### config.mk
export PLATFORM = sky130hd
export DESIGN_NAME = skst_ctrl
export DESIGN_NICKNAME = d
export VERILOG_FILES = /design/src/design/skst_pkg.sv /design/src/design/skst_ctrl.sv
export SDC_FILE = /design/constraint.sdc
export NUM_CORES = 1
export LEC_CHECK = 0
export ABC_CLOCK_PERIOD_IN_PS = 4300
export BUFFER_PORTS_ARGS = -buffer_cell sky130_fd_sc_hd__buf_2
export CORE_MARGIN = 3
export CORE_UTILIZATION = 39
export DETAILED_ROUTE_END_ITERATION = 8
export MAX_ROUTING_LAYER = met4
export PLACE_DENSITY = 0.64
export REMOVE_ABC_BUFFERS = 1
export SYNTH_ARGS = -nofsm -noshare
export SYNTH_HDL_FRONTEND = slang
export SYNTH_SLANG_ARGS = --single-unit
### constraint.sdc
create_clock -name clock -period 4.3 [get_ports clock]
set_input_delay 1.075 -clock clock [delete_from_list [all_inputs] [get_ports clock]]
set_output_delay 1.075 -clock clock [all_outputs]
set_load 0.005 [all_outputs]
### src/design/skst_pkg.sv
// Shared types and codes for the sorted key set table.
`default_nettype none
package skst_pkg;

   localparam int KEY_W     = 32;
   localparam int EDEPTH_W  = 8;
   localparam int POS_W     = 10;
   localparam int COUNT_W   = 11;

   typedef logic [2:0] command_type;
   typedef logic [1:0] outcome_type;

   localparam command_type CMD_INSERT = 3'd0;
   localparam command_type CMD_REMOVE = 3'd1;
   localparam command_type CMD_LOOKUP = 3'd2;
   localparam command_type CMD_READ   = 3'd3;
   localparam command_type CMD_CLEAR  = 3'd4;

   localparam outcome_type OUT_OK     = 2'd0;
   localparam outcome_type OUT_MISS   = 2'd1;
   localparam outcome_type OUT_FULL   = 2'd2;
   localparam outcome_type OUT_RANGE  = 2'd3;

   typedef struct packed {
      command_type               command;
      logic signed [KEY_W-1:0]   key;
      logic [EDEPTH_W-1:0]       entry_depth;
      logic [POS_W-1:0]          position;
   } req_type;

   typedef struct packed {
      outcome_type               outcome;
      logic signed [KEY_W-1:0]   out_key;
      logic [EDEPTH_W-1:0]       out_depth;
      logic [COUNT_W-1:0]        entry_count;
   } rsp_type;

endpackage
`default_nettype wire

### src/design/skst_ctrl.sv
// Sequencer: binary search with one shared compare, then entry-by-entry shifts.
`default_nettype none
module skst_ctrl #(
   parameter int CAPACITY   = 1024,
   parameter int DEPTH_BITS = 8,
   localparam int AW        = $clog2(CAPACITY)
) (
   input  wire logic                  clock,
   input  wire logic                  reset,
   input  wire logic                  req_valid,
   output logic                       req_ready,
   input  wire skst_pkg::req_type     req,
   input  wire logic                  slot_free,
   output logic                       done,
   output skst_pkg::rsp_type          result,
   output logic                       mem_wr_en,
   output logic [AW-1:0]              mem_wr_addr,
   output logic [31:0]                mem_wr_key,
   output logic [DEPTH_BITS-1:0]      mem_wr_depth,
   output logic                       mem_rd_en,
   output logic [AW-1:0]              mem_rd_addr,
   input  wire logic [31:0]           mem_rd_key,
   input  wire logic [DEPTH_BITS-1:0] mem_rd_depth
);
   import skst_pkg::*;

   localparam int CW = $clog2(CAPACITY + 1);

   localparam logic [2:0] ST_IDLE   = 3'd0;
   localparam logic [2:0] ST_SEARCH = 3'd1;
   localparam logic [2:0] ST_PROBE  = 3'd2;
   localparam logic [2:0] ST_CHECK  = 3'd3;
   localparam logic [2:0] ST_MOVE   = 3'd4;
   localparam logic [2:0] ST_READ   = 3'd5;
   localparam logic [2:0] ST_DONE   = 3'd6;

   logic [2:0]            state_ff, state_in;
   logic [CW-1:0]         count_ff, count_in;
   logic                  pend_ff, pend_in;
   command_type           cmd_ff, cmd_in;
   logic signed [31:0]    key_ff, key_in;
   logic [DEPTH_BITS-1:0] depth_ff, depth_in;
   logic [CW-1:0]         lo_ff, lo_in;
   logic [CW-1:0]         hi_ff, hi_in;
   logic [CW-1:0]         left_ff, left_in;
   logic [AW-1:0]         rd_ff, rd_in;
   logic [AW-1:0]         pend_addr_ff, pend_addr_in;
   outcome_type           outcome_ff, outcome_in;
   logic [31:0]           out_key_ff, out_key_in;
   logic [7:0]            out_depth_ff, out_depth_in;

   logic [CW-1:0]         mid;
   logic                  resolve;
   logic                  found;

   assign mid       = lo_ff + ((hi_ff - lo_ff) >> 1);
   assign req_ready = (state_ff == ST_IDLE);

   always_comb begin
      state_in     = state_ff;
      count_in     = count_ff;
      pend_in      = pend_ff;
      cmd_in       = cmd_ff;
      key_in       = key_ff;
      depth_in     = depth_ff;
      lo_in        = lo_ff;
      hi_in        = hi_ff;
      left_in      = left_ff;
      rd_in        = rd_ff;
      pend_addr_in = pend_addr_ff;
      outcome_in   = outcome_ff;
      out_key_in   = out_key_ff;
      out_depth_in = out_depth_ff;
      mem_wr_en    = 1'b0;
      mem_wr_addr  = pend_addr_ff;
      mem_wr_key   = mem_rd_key;
      mem_wr_depth = mem_rd_depth;
      mem_rd_en    = 1'b0;
      mem_rd_addr  = mid[AW-1:0];
      done         = 1'b0;
      resolve      = 1'b0;
      found        = 1'b0;

      case (state_ff)
         ST_IDLE: begin
            if (req_valid) begin
               cmd_in       = req.command;
               key_in       = req.key;
               depth_in     = DEPTH_BITS'(req.entry_depth);
               lo_in        = '0;
               hi_in        = count_ff;
               outcome_in   = OUT_OK;
               out_key_in   = '0;
               out_depth_in = '0;
               case (req.command)
                  CMD_INSERT, CMD_REMOVE, CMD_LOOKUP: begin
                     state_in = ST_SEARCH;
                  end
                  CMD_READ: begin
                     if (32'(req.position) >= 32'(count_ff)) begin
                        outcome_in = OUT_RANGE;
                        state_in   = ST_DONE;
                     end else begin
                        mem_rd_en   = 1'b1;
                        mem_rd_addr = AW'(req.position);
                        state_in    = ST_READ;
                     end
                  end
                  CMD_CLEAR: begin
                     count_in = '0;
                     state_in = ST_DONE;
                  end
                  default: begin
                     state_in = ST_DONE;
                  end
               endcase
            end
         end
         ST_SEARCH: begin
            if (lo_ff < hi_ff) begin
               mem_rd_en   = 1'b1;
               mem_rd_addr = mid[AW-1:0];
               state_in    = ST_PROBE;
            end else if (lo_ff < count_ff) begin
               // read the candidate slot to test for equality
               mem_rd_en   = 1'b1;
               mem_rd_addr = lo_ff[AW-1:0];
               state_in    = ST_CHECK;
            end else begin
               resolve = 1'b1;
            end
         end
         ST_PROBE: begin
            if ($signed(mem_rd_key) < key_ff) begin
               lo_in = mid + CW'(1);
            end else begin
               hi_in = mid;
            end
            state_in = ST_SEARCH;
         end
         ST_CHECK: begin
            resolve = 1'b1;
            found   = (mem_rd_key == key_ff);
         end
         ST_MOVE: begin
            // write back the entry read in the previous cycle
            if (pend_ff) begin
               mem_wr_en = 1'b1;
            end
            if (left_ff != '0) begin
               mem_rd_en   = 1'b1;
               mem_rd_addr = rd_ff;
               pend_in     = 1'b1;
               left_in     = left_ff - CW'(1);
               if (cmd_ff == CMD_INSERT) begin
                  pend_addr_in = rd_ff + AW'(1);
                  rd_in        = rd_ff - AW'(1);
               end else begin
                  pend_addr_in = rd_ff - AW'(1);
                  rd_in        = rd_ff + AW'(1);
               end
            end else begin
               pend_in = 1'b0;
               if (!pend_ff) begin
                  if (cmd_ff == CMD_INSERT) begin
                     mem_wr_en    = 1'b1;
                     mem_wr_addr  = lo_ff[AW-1:0];
                     mem_wr_key   = key_ff;
                     mem_wr_depth = depth_ff;
                     count_in     = count_ff + CW'(1);
                  end else begin
                     count_in = count_ff - CW'(1);
                  end
                  state_in = ST_DONE;
               end
            end
         end
         ST_READ: begin
            out_key_in   = mem_rd_key;
            out_depth_in = 8'(mem_rd_depth);
            state_in     = ST_DONE;
         end
         ST_DONE: begin
            if (slot_free) begin
               done     = 1'b1;
               state_in = ST_IDLE;
            end
         end
         default: begin
            state_in = ST_IDLE;
         end
      endcase

      if (resolve) begin
         state_in = ST_DONE;
         case (cmd_ff)
            CMD_INSERT: begin
               if (found) begin
                  outcome_in = OUT_MISS;
               end else if (count_ff >= CW'(CAPACITY)) begin
                  outcome_in = OUT_FULL;
               end else begin
                  left_in  = count_ff - lo_ff;
                  rd_in    = AW'(count_ff - CW'(1));
                  pend_in  = 1'b0;
                  state_in = ST_MOVE;
               end
            end
            CMD_REMOVE: begin
               if (!found) begin
                  outcome_in = OUT_MISS;
               end else begin
                  left_in  = count_ff - lo_ff - CW'(1);
                  rd_in    = AW'(lo_ff + CW'(1));
                  pend_in  = 1'b0;
                  state_in = ST_MOVE;
               end
            end
            CMD_LOOKUP: begin
               outcome_in = found ? OUT_OK : OUT_MISS;
            end
            default: begin
               outcome_in = OUT_OK;
            end
         endcase
      end
   end

   always_ff @(posedge clock) begin
      if (reset) begin
         state_ff <= ST_IDLE;
         count_ff <= '0;
         pend_ff  <= 1'b0;
      end else begin
         state_ff <= state_in;
         count_ff <= count_in;
         pend_ff  <= pend_in;
      end
   end

   always_ff @(posedge clock) begin
      cmd_ff       <= cmd_in;
      key_ff       <= key_in;
      depth_ff     <= depth_in;
      lo_ff        <= lo_in;
      hi_ff        <= hi_in;
      left_ff      <= left_in;
      rd_ff        <= rd_in;
      pend_addr_ff <= pend_addr_in;
      outcome_ff   <= outcome_in;
      out_key_ff   <= out_key_in;
      out_depth_ff <= out_depth_in;
   end

   assign result.outcome     = outcome_ff;
   assign result.out_key     = out_key_ff;
   assign result.out_depth   = out_depth_ff;
   assign result.entry_count = COUNT_W'(count_ff);

endmodule
`default_nettype wire

# Word-level counts from Yosys, hierarchy flattened

Index checks and enable logic that the tools add are counted.

Register bits after elaboration: 153
Bits of input ports: 97
Output and inout port bits: 117

Add/sub/neg operators: 11
Magnitude comparators: 5
Equal/unequal tests: 25
Multiplexer cells: 99
Reduce and logical (&&, ||, !) cells: 15

Operators with widths:

| cell                                                | count |
|---|---|
| 2-to-1 mux 10 bit                                   | 18 |
| 2-to-1 mux 11 bit                                   | 15 |
| 2-to-1 mux 32 bit                                   | 5 |
| case mux 11 bit (2 select lines)                    | 4 |
| case mux 32 bit (2 select lines)                    | 1 |
| 2-to-1 mux 8 bit                                    | 5 |
| subtractor 11 x 1 -> 11 bit (second input constant) | 3 |
| == test 32 bit                                      | 1 |
| less-than comparator 32 bit                         | 1 |
| case mux 10 bit (3 select lines)                    | 1 |
| 2-to-1 mux 2 bit                                    | 12 |
| adder 11 x 1 -> 11 bit (second input constant)      | 2 |
| less-than comparator 11 bit                         | 2 |
| 2-to-1 mux 1 bit                                    | 22 |
| subtractor 11 bit                                   | 2 |
| 2-to-1 mux 3 bit                                    | 7 |
| case mux 3 bit (7 select lines)                     | 1 |
| adder 10 x 1 -> 10 bit (second input constant)      | 2 |
| case mux 10 bit (2 select lines)                    | 1 |
| case mux 8 bit (2 select lines)                     | 1 |
| == test 3 x 2 -> 1 bit (second input constant)      | 5 |
| == test 3 bit (second input constant)               | 4 |
| inequality test 2 bit (second input constant)       | 6 |
| adder 11 x 10 -> 11 bit                             | 1 |
| other kinds (21)                                    | 33 |

# Depth between registers and ports, before layout

Gate-level depths: netlist of run 1.

Depth after elaboration: 9
Gate-level depth with buffers: 19
Mapped depth without buffers: 19

# Worst setup path after synthesis of run 1

OpenSTA, ideal clock, no wires.

Kind: register to output
From: reg lo_ff[0]
To: out mem_rd_addr[9]
Arrival: 3.650 ns
Required time: 3.225 ns
Path slack: -0.425 ns
Cell stages (with the launch flop): 19
Cells stage by stage: edfxtp_1 ha_1 inv_1 fa_1 a21o_1 a21oi_1 o21bai_1 a21oi_1 o21ai_0 a21o_1 a21oi_1 xnor2_1 ha_1 o211ai_1 o211ai_1 a311oi_1 nor2_1 a31oi_1 o221ai_1

Word-level cells in the longest chain between the ends: 6

RTL lines:

| item                                 | RTL line         | RTL |
|---|---|---|
| start: declaration                   | skst_ctrl.sv:43  | `logic [CW-1:0] lo_ff, lo_in;` |
| start signal: assignment             | skst_ctrl.sv:245 | `lo_ff <= lo_in;` |
| subtractor 11 bit                    | skst_ctrl.sv:56  | `assign mid = lo_ff + ((hi_ff - lo_ff) >> 1);` |
| adder 11 x 10 -> 11 bit              | skst_ctrl.sv:56  |  |
| 2-to-1 mux 10 bit                    | skst_ctrl.sv:100 | `if (32'(req.position) >= 32'(count_ff)) begin` |
| 2-to-1 mux 10 bit                    | skst_ctrl.sv:95  | `case (req.command)` |
| 2-to-1 mux 10 bit                    | skst_ctrl.sv:86  | `if (req_valid) begin` |
| case mux 10 bit (3 select lines) (*) | skst_ctrl.sv:84  | `case (state_ff)` |
| end: declaration                     | skst_ctrl.sv:21  | `output logic [AW-1:0] mem_rd_addr,` |

Mark *: on every way between the ends. The rest lies on a longest branch, timed or not.

# Worst setup path in the final report of run 1

Ends and elaborated chain as after synthesis.

==> flow_metrics.py, run 1 <==
metrics = {
    "status": {
        "status": "finished, violations left",
        "violations": "setup timing",
    },
    "logic_synthesis": {
        "synth_mux_area_share_pct": 6.16,
        "synthXorXnorAreaFrac_pct": 6.26,
        "yosys.area.top_type": "edfxtp_1",
        "synth-seq-cells": 153,
        "syn_inst": 1132,
        "post_synth_num_cell_types": 72,
        "synth_warnings": 0,
        "ys_seq_area_share_pct": 39.1,
        "synth_async_sr_flop_share_pct": 0,
        "synthTopCellsByArea": "edfxtp_1 (32%), ha_1 (9.6%), dfxtp_1 (7.1%)",
        "synth_ff_type": "edfxtp_1",
        "synth_edf_count": 115,
        "synth_top_family_by_area": "compound AO/OA/AOI/OAI gates",
        "netlist_top_cells_count": "edfxtp_1 (115), ha_1 (83), inv_1 (76), nand2_1 (75), nor2_1 (72)",
        "syn_area_sq_um": 10800,
        "synthAdderAreaFrac_pct": 10.2,
        "yosysTopAreaCellShare_pct": 32.1,
        "synth_compound_area_share_pct": 17.4,
        "synth.most_common_cell": "edfxtp_1",
        "synth-simple-area-share_pct": 16.4,
        "syn_avg_cell_area_sq_um": 9.51,
    },
    "timing": {
        "rsz0062_at_grt": "true",
        "period_needed_ns": 4.97,
        "hold_viol": 0,
        "layout_setup_ws_ns": -0.673,
        "clock_skew_ns": 0.0166,
        "slew_headroom_pct": 31.1,
        "setup_violations": 11,
        "fmax_mhz": 201,
        "worst_hold_slack_ns": 0.575,
        "drv_slew": 0,
        "worstMarginPinSlew_ns": 1.03,
        "fin_crit_sh_pct": 116,
    },
    "critical_path": {
        "critPathMaxFanout": 5,
        "path_class": "reg -> out",
        "worstPathArrival_ns": 3.90,
        "end_kind": "output pin",
        "worstPathRequired_ns": 3.22,
        "critPathLaunchType": "flop",
    },
    "clocking": {
        "htree_levels": 4,
        "cts.sinks": 153,
        "root_buffer": "clkbuf_16",
        "clkLatencyLatePin_ns": 0.44,
        "clkTransAtPathRegs_ns": 0.08,
        "cts_made_buffers": 17,
        "cts_tree": "done",
        "clock_path_buffers": 2,
    },
    "layout": {
        "final_core_util_pct": 52.6,
        "finalInstanceArea_sq_um": 14200,
        "area_delta_synth_final_pct": 32.0,
        "layout.nets": 1641,
        "drive_above_1_share_pct": 35.3,
        "fillers": 2459,
    },
    "drt": {
        "drtAntennaViolNets": 0,
        "drt_iter0_markers": 935,
        "drt_first_pass_iters": 5,
        "totalWireLength_um": 36700,
        "wl_per_cell_um": 20.3,
        "drc": 0,
        "viasPerCell": 5.71,
        "via_count": 10400,
    },
    "global_route": {
        "gr-total-overflow": 0,
        "track_usage_pct": 24.7,
        "grt_pass1_vias": 9877,
        "antenna_found_initial": 1,
        "grt_pass1_wl_um": 54700,
        "grt_max_degree": 42,
    },
    "die": {
        "die_y_um": 172,
        "fp-row-count": 60,
        "ios": 214,
        "core_sq_um": 27000,
        "start_util_pct": 39.8,
        "die_x_um": 172,
        "dieArea_sq_um": 29600,
    },
    "power_and_ir_drop": {
        "power_density_nw_per_um2": 1090,
        "peakVddDrop_mv": 0.806,
        "p_leak_nw": 6.00,
    },
    "place": {
        "port_buffers": 213,
        "dpl_cell_area_sq_um": 12900,
        "gp_congestion": 0.974,
        "dp_hpwl_um": 27500,
        "place_ws_ns": -0.446,
    },
    "hold_path": {
        "hold_class": "reg -> reg",
    },
    "job": {
        "max-cap-violations": 0,
    },
}
-- sequential cells by signal, summed over array words and instances (netlist names) --
| name | flops |
|---|---|
| key_ff | 32 |
| out_key_ff | 32 |
| count_ff | 11 |
| hi_ff | 11 |
| left_ff | 11 |
| lo_ff | 11 |
| pend_addr_ff | 10 |
| rd_ff | 10 |
| depth_ff | 8 |
| out_depth_ff | 8 |
| cmd_ff | 3 |
| state_ff | 3 |
| outcome_ff | 2 |
| pend_ff | 1 |
-- path summary, 6_finish.rpt --
check,start,to,cells past startpoint,slack [ns]
worst max-delay path,lo_ff[0],mem_rd_addr[9],19,-0.67
worst min-delay path,left_ff[8],left_ff[8],2,0.58
worst max register to register,lo_ff[0],lo_ff[10],21,-0.09
worst min register to register,left_ff[8],left_ff[8],2,0.58
-- stage by stage --
| step | setup TNS, ns | power [mW] | cells |
|---|---|---|---|
| floorplan | -85.29 | 7.60 | 1085 |
| global placement | -0.954 | 11.4 | 1746 |
| detailed placement | -1.32 | 11.5 | 1746 |
| CTS | -3.35 | 14.6 | 1800 |
| global route | -5.81 | 16.5 | 1813 |
| finish | -3.99 | 15.5 | 1814 |
-- logic make-up after synthesis --
kind of cell | after synthesis
multiplexers | 60
buffers and inverters | 125
XOR/XNOR | 77
AND/OR/NAND/NOR | 348
adder cells (fa/ha/maj) | 86
flip-flops | 153
AO/OA/AOI/OAI | 283
-- critical path, stage by stage (launching register included) --
cell and delay (ns):
edfxtp_1 0.41, ha_4 0.17, inv_2 0.04, fa_2 0.34, a21o_1 0.18, a21oi_2 0.17
o21bai_1 0.10, a21oi_2 0.18, o21ai_2 0.09, a21o_1 0.17, a21oi_2 0.12, xnor2_1 0.13
ha_1 0.29, or3_1 0.32, o211ai_1 0.12, a311oi_2 0.07, buf_4 0.15, buf_4 0.13
o221ai_2 0.14, buf_2 0.14
-- cell usage in the layout, fill, tap and decap left out, types with 7 or more instances in the layout --
cell       synthesis  routed
inv_2              1       9
a21o_1            23      23
o21ai_0           61      56
a21oi_2            1       9
nand3_1           35      35
a21oi_1           56      47
nand2b_1          11      11
mux2i_1           10      10
a211oi_1          10       7
xor2_1            31      28
o21a_1            14      13
a31oi_1            9       9
ha_4               0       7
edfxtp_1         115     115
and2_1            40      40
buf_6              0      13
nor2_1            72      68
dfxtp_1           38      38
xnor2_1           46      42
nand4_1           16      16
and3_1            14      13
buf_4              0     127
o22ai_1           21      21
ha_1              83      75
nor3_1            31      27
or3_1             16      15
nand2_1           75      72
clkbuf_16          0      17
inv_1             76      68
nor2b_1           11       7
a22oi_1           18      18
mux2_2            50      50
buf_2              8     213
-- per-layer routing --
layer / vias up / share of wire [%] / track usage [%]
li1: 4851 / - / -
met1: 4870 / 41 / 30.5
met2: 547 / 46 / 40.2
met3: 90 / 9.5 / 5.14
met4: 0 / 3.2 / 8.78
met5: - / 0 / -
-- power breakdown --
group,switching (mW),internal [mW]
logic,5.80,5.48
registers,0.353,2.23
clock network,0.717,0.939
total,6.87,8.65
-- final cells by class --
cell class                      count  area [sq um]  area share, %
Antenna cell                        2          5.00         0.0352
Clock buffer                       17           425           2.99
Clock inverter                     15           199           1.40
Inverter                           78           293           2.06
Multi-Input combinational cell    854          6460           45.5
Sequential cell                   153          4210           29.7
Tap cell                          341           427           3.00
Timing Repair Buffer              354          2190           15.4
-- timing repair --
action	CTS	global route
buffers inserted	23	15
hold buffers	0	0
resized for setup	48	47
pin swaps	37	36
setup endpoints to repair	11	14
No activity file was read; power rests on OpenSTA's default activity.
==> run 2: changes to the inputs <==
CELL_PAD_IN_SITES_DETAIL_PLACEMENT = 0   (was default)
CELL_PAD_IN_SITES_GLOBAL_PLACEMENT = 1   (was default)
CTS_CLUSTER_DIAMETER = 80   (was default)
PLACE_DENSITY = 0.8   (was 0.64)
==> run 2 against run 1 <==
Compared with the run above:
- the flow still finishes with violations (setup timing)
- clock skew fell by 0.0067 ns
- global-route usage rose by 0.30 points
- sequential power barely moved
- die area did not move
- non-clock buffer count fell by 5
- largest cell class unchanged
==> flow_metrics.py, run 2 (synthesis gave the netlist of run 1 again) <==
metrics = {
    "drt": {
        "wl_per_cell_um": 20.6,
        "dr.max_layer_used": "met4",
        "drt_iter0_markers": 960,
        "route.met2.wl_um": 17500,
        "wl_met3_um": 3070,
        "drt_first_pass_iters": 5,
        "drtAntennaViolNets": 0,
        "drc": 0,
        "viasPerCell": 5.66,
        "via_count": 10300,
        "totalWireLength_um": 37300,
        "wl_met1_um": 15800,
    },
    "hold_path": {
        "min_path_cells": 2,
        "hold_end": "left_ff[8]",
        "hold_path_startpoint": "left_ff[8]",
        "hold_class": "reg -> reg",
    },
    "clocking": {
        "clkLatencyLatePin_ns": 0.44,
        "root_buffer": "clkbuf_16",
        "postCtsHoldBufs": 0,
        "clkTransAtPathRegs_ns": 0.07,
        "cts.sinks": 153,
        "htree_levels": 4,
        "cts_tree": "done",
        "clock_path_buffers": 2,
        "cts_made_buffers": 17,
    },
    "critical_path": {
        "worstPathRequired_ns": 3.22,
        "cpPeakStageDelay_ns": 0.45,
        "critPathTopFamily": "compound AO/OA/AOI/OAI gates",
        "critPathLaunchType": "flop",
        "crit_buf_inv": 2,
        "worstPathArrival_ns": 3.94,
        "path_cells": "buf_4 > fa_2 > a21o_1 > a21oi_2 > o21bai_1 > a21oi_2 > o21ai_2 > a21o_1 > a21oi_2 > xnor2_1 > ha_1 > o211ai_1 > o211ai_1 > a311oi_2 > nor2_1 > a31oi_1 > o221ai_1 > buf_2",
        "path_class": "reg -> out",
        "reg2reg_depth": 19,
        "crit_top_cell": "a21oi_2",
        "ff2ff_setup_slack_ns": -0.17,
        "rr_startpoint": "hi_ff[1]",
        "r2r_end": "lo_ff[10]",
        "end_kind": "output pin",
        "slowest_stage": "edfxtp_1",
        "critPathMaxFanout": 5,
    },
    "power_and_ir_drop": {
        "power_mw": 15.0,
        "p_int_mw": 8.29,
        "power_density_nw_per_um2": 1070,
        "p_seq_share_pct": 17.2,
        "clock_power_share_pct": 10.2,
        "p_leak_nw": 5.96,
        "peakVddDrop_mv": 0.938,
        "p_switching_mw": 6.72,
        "combPwrFrac_pct": 72.5,
        "swShare_pct": 44.8,
    },
    "layout": {
        "seqCellArea_sq_um": 4210,
        "mostFrequentLayoutCell": "buf_2",
        "fillers": 2531,
        "final_cell_mix": "buf_2 (213), buf_4 (119), edfxtp_1 (115)",
        "finalInstanceArea_sq_um": 14100,
        "area_delta_synth_final_pct": 30.8,
        "drive_above_1_share_pct": 33.9,
        "largestRegisters": "key_ff: 32 flops, out_key_ff: 32 flops",
        "final_cells": 1810,
        "multi_input_area_sq_um": 6400,
        "layout.nets": 1636,
    },
    "die": {
        "start_util_pct": 39.8,
        "die_x_um": 172,
        "dieArea_sq_um": 29600,
        "die_y_um": 172,
        "core_sq_um": 27000,
        "ios": 214,
        "fp-row-count": 60,
    },
    "global_route": {
        "antenna_found_initial": 3,
        "grt_pass1_wl_um": 55600,
        "track_usage_pct": 25.0,
        "grt_max_degree": 42,
        "gr-total-overflow": 0,
        "grt_pass1_vias": 10100,
    },
    "place": {
        "place_ws_ns": -0.420,
        "post-place-cells": 1749,
        "gp_congestion": 0.935,
        "dpl_cell_area_sq_um": 12900,
        "port_buffers": 213,
        "dp_hpwl_um": 28100,
    },
    "status": {
        "status": "finished, violations left",
        "violations": "setup timing",
    },
    "job": {
        "max-cap-violations": 0,
    },
    "timing": {
        "fmax_mhz": 199,
        "layout_setup_ws_ns": -0.713,
        "rsz0062_at_grt": "true",
        "worstMarginPinSlew_ns": 1.01,
        "tns_ns": -4.14,
        "hold_viol": 0,
        "fin_crit_sh_pct": 117,
        "setup_violations": 11,
        "period_needed_ns": 5.01,
        "slew_headroom_pct": 32.7,
        "drv_slew": 0,
        "clock_skew_ns": 0.00996,
    },
}
## run 2: changes by cell type in the layout (fill, tap and decap cells not counted), moves of 3 or more
cell / before / now
ha_4: 7 / 4
buf_6: 13 / 16
bufinv_16: 3 / 0
a21oi_2: 9 / 5
ha_1: 75 / 78
buf_4: 127 / 119
## run 2: final cells by class
| cell class | count | area share, % |
|---|---|---|
| flip-flops and latches | 153 | 29.9 |
| inverters | 78 | 2.08 |
| diodes | 3 | 0.0533 |
| well taps | 341 | 3.03 |
| clock buffers | 18 | 3.05 |
| multi-input cells | 854 | 45.5 |
| repair buffers | 349 | 15.3 |
| clock inverters | 14 | 1.07 |
## run 2: stage by stage
stage | util, % | hold slack, ns
floorplan | - | 0.513
global placement | 47.9 | 0.558
detailed placement | 47.9 | 0.567
CTS | 51.2 | 0.582
global route | 52.1 | 0.614
finish | 52.1 | 0.584
## run 2: worst max-delay path by stage
stage	start	to	slack, ns	cells past startpoint
CTS	hi_ff[1]	mem_rd_addr[9]	-0.63	18
floorplan	cmd_ff[1]	mem_wr_addr[0]	-1.70	4
finish	hi_ff[1]	mem_rd_addr[9]	-0.71	18
global placement	hi_ff[0]	mem_rd_addr[9]	-0.39	20
global route	hi_ff[0]	mem_rd_addr[9]	-1.05	20
detailed placement	hi_ff[0]	mem_rd_addr[9]	-0.42	20
## run 2: repair_timing
action	4_1_cts	5_1_grt
pin swaps	33	25
buffers inserted	17	10
resized for setup	45	35
setup endpoints to repair	12	13
## run 2: power groups by stage
stage / Clock [mW] / Combinational [mW] / Sequential [mW]
global route: 1.61 / 11.9 / 2.64
detailed placement: 0 / 8.64 / 2.60
global placement: 0 / 8.55 / 2.59
floorplan: 0 / 5.02 / 2.59
finish: 1.54 / 10.9 / 2.59
CTS: 1.56 / 9.84 / 2.58
## run 2: routing by layer
layer,GRT usage (%),vias to the layer above
li1,-,4848
met1,30.8,4866
met2,41.1,468
met3,4.85,69
met4,8.71,0
met5,-,-
## run 2: worst reg2reg max path, delay by kind of cell (launching register included)
kind	cells	cell delay (ns)
AO/OA/AOI/OAI	8	1.27
AND/OR/NAND/NOR	3	1.18
buffers and inverters	5	0.70
adder cells (fa/ha/maj)	2	0.68
flip-flops	1	0.45
XOR/XNOR	1	0.05
==> run 3: changes to the inputs <==
--- a/constraint.sdc
+++ b/constraint.sdc
@@ -3,2 +3,2 @@
 set_output_delay 1.075 -clock clock [all_outputs]
-set_load 0.005 [all_outputs]
+set_load 0.01 [all_outputs]
==> run 3 against run 2 <==
Compared with the run above:
- the flow still finishes with violations (setup timing)
- cell area rose by 0.23%
- count of clock-buffer cells in the layout did not move
- largest power group unchanged
- cell count barely moved
- clock power barely moved
- critical endpoint unchanged
- core utilization rose by 0.12 points
==> flow_metrics.py, run 3 (synthesis gave the netlist of run 1 again) <==
metrics = {
    "critical_path": {
        "crit_top_cell": "a21oi_2",
        "cpPeakStageDelay_ns": 0.37,
        "crit_buf_inv": 3,
        "worstPathRequired_ns": 3.22,
        "critPathLaunchType": "flop",
        "end_kind": "output pin",
        "critPathTopFamily": "compound AO/OA/AOI/OAI gates",
        "slowest_stage": "ha_1",
        "critPathMaxFanout": 6,
        "ff2ff_setup_slack_ns": -0.11,
        "worstPathArrival_ns": 3.91,
        "path_class": "reg -> out",
        "path_cells": "inv_1 > ha_2 > inv_2 > fa_2 > a21o_1 > a21oi_2 > o21bai_1 > a21oi_2 > o21ai_2 > a21o_1 > a21oi_2 > xnor2_1 > ha_1 > or3_1 > o211ai_1 > a311oi_2 > nor2_1 > a31oi_1 > o221ai_1 > buf_2",
    },
    "drt": {
        "wl_per_cell_um": 20.5,
        "drc": 0,
        "drtAntennaViolNets": 0,
        "viasPerCell": 5.57,
        "drt_iter0_markers": 850,
        "drt_first_pass_iters": 5,
        "via_count": 10100,
        "totalWireLength_um": 37200,
    },
    "timing": {
        "worst_hold_slack_ns": 0.580,
        "period_needed_ns": 4.99,
        "setup_violations": 10,
        "worstMarginPinSlew_ns": 0.970,
        "fmax_mhz": 201,
        "clock_skew_ns": 0.0162,
        "fin_crit_sh_pct": 116,
        "rsz0062_at_grt": "true",
        "tns_ns": -3.76,
        "layout_setup_ws_ns": -0.687,
        "drv_slew": 0,
        "slew_headroom_pct": 35.1,
        "hold_viol": 0,
    },
    "layout": {
        "fillers": 2488,
        "finalInstanceArea_sq_um": 14100,
        "drive_above_1_share_pct": 34.2,
        "largestRegisters": "key_ff: 32 flops, out_key_ff: 32 flops",
        "mostFrequentLayoutCell": "buf_2",
        "layout.nets": 1637,
        "final_cell_mix": "buf_2 (213), buf_4 (125), edfxtp_1 (115)",
        "area_delta_synth_final_pct": 31.1,
    },
    "power_and_ir_drop": {
        "power_density_nw_per_um2": 1060,
        "p_leak_nw": 5.95,
        "peakVddDrop_mv": 0.976,
    },
    "status": {
        "violations": "setup timing",
        "status": "finished, violations left",
    },
    "clocking": {
        "root_buffer": "clkbuf_16",
        "clkTransAtPathRegs_ns": 0.07,
        "clock_path_buffers": 2,
        "cts.sinks": 153,
        "cts_made_buffers": 17,
        "clkLatencyLatePin_ns": 0.43,
        "postCtsHoldBufs": 0,
        "cts_tree": "done",
        "htree_levels": 4,
    },
    "die": {
        "die_y_um": 172,
        "dieArea_sq_um": 29600,
        "ios": 214,
        "fp-row-count": 60,
        "core_sq_um": 27000,
        "start_util_pct": 39.8,
        "die_x_um": 172,
    },
    "place": {
        "gp_congestion": 0.923,
        "place_ws_ns": -0.446,
        "dp_hpwl_um": 28100,
        "port_buffers": 213,
        "dpl_cell_area_sq_um": 13000,
    },
    "hold_path": {
        "hold_class": "reg -> reg",
    },
    "global_route": {
        "grt_max_degree": 42,
        "grt_pass1_wl_um": 55600,
        "grt_pass1_vias": 9969,
        "gr-total-overflow": 0,
        "track_usage_pct": 25.0,
        "antenna_found_initial": 3,
    },
    "job": {
        "max-cap-violations": 0,
    },
}
## run 3: cell types whose count changed in the layout (fill, tap and decap cells not counted), sizes merged
cell	before	now
bufinv	0	1
clkinv	5	6
clkinvlp	0	2
inv	87	83
buf	349	350
## run 3: final timing paths
check,to,from,cells past startpoint
hold / removal,left_ff[8],left_ff[8],2
setup reg to reg,lo_ff[10],hi_ff[0],20
setup / recovery,mem_rd_addr[9],hi_ff[0],20
hold reg to reg,left_ff[8],left_ff[8],2
## run 3: routing by layer
metal  up-vias  global-route usage, %  share of wire, %
met5         -                      -                 0
met4         0                   7.95               2.9
met3        70                   4.80               7.4
met2       417                   40.2                46
met1      4757                   32.0                44
li1       4848                      -                 -
## run 3: worst reg2reg max path, delay by kind of cell, from the launching register on
kind	cells	cell delay [ns]
buffers and inverters	6	0.64
AOI/OAI and AO/OA	6	1.11
xor gates and xnor gates	2	0.26
and+or+nand+nor	3	1.08
adders and majority gates	3	0.80
DFF	1	0.36
## run 3: repair_timing
| item | 4_1_cts | 5_1_grt |
|---|---|---|
| gates cloned | 0 | 0 |
| pin swaps | 28 | 18 |
| setup buffers | 21 | 6 |
| endpoints found under the setup margin | 12 | 13 |
| resized for setup | 49 | 31 |
## run 3: final cells by class
| cell class | instances | area (sq um) | area share [%] |
|---|---|---|---|
| Clock buffer | 18 | 429 | 3.04 |
| Tap cell | 341 | 427 | 3.02 |
| Multi-Input combinational cell | 854 | 6440 | 45.6 |
| Timing Repair Buffer | 350 | 2150 | 15.2 |
| Inverter | 78 | 293 | 2.07 |
| Clock inverter | 14 | 159 | 1.13 |
| Antenna cell | 3 | 7.51 | 0.0532 |
| Sequential cell | 153 | 4210 | 29.9 |
## run 3: where the power goes
group	total [mW]	internal [mW]	switching (mW)
Clock	1.56	0.825	0.739
Sequential	2.59	2.23	0.354
Combinational	10.8	5.13	5.72
Total	15.0	8.19	6.81
## run 3: stage by stage
step / utilization, % / total power, mW / instances
after floorplan: - / 7.78 / 1085
after global placement: 48.0 / 11.4 / 1752
after detailed placement: 48.0 / 11.5 / 1752
after CTS: 51.5 / 14.0 / 1803
after global routing: 52.2 / 16.0 / 1811
final: 52.2 / 15.0 / 1811
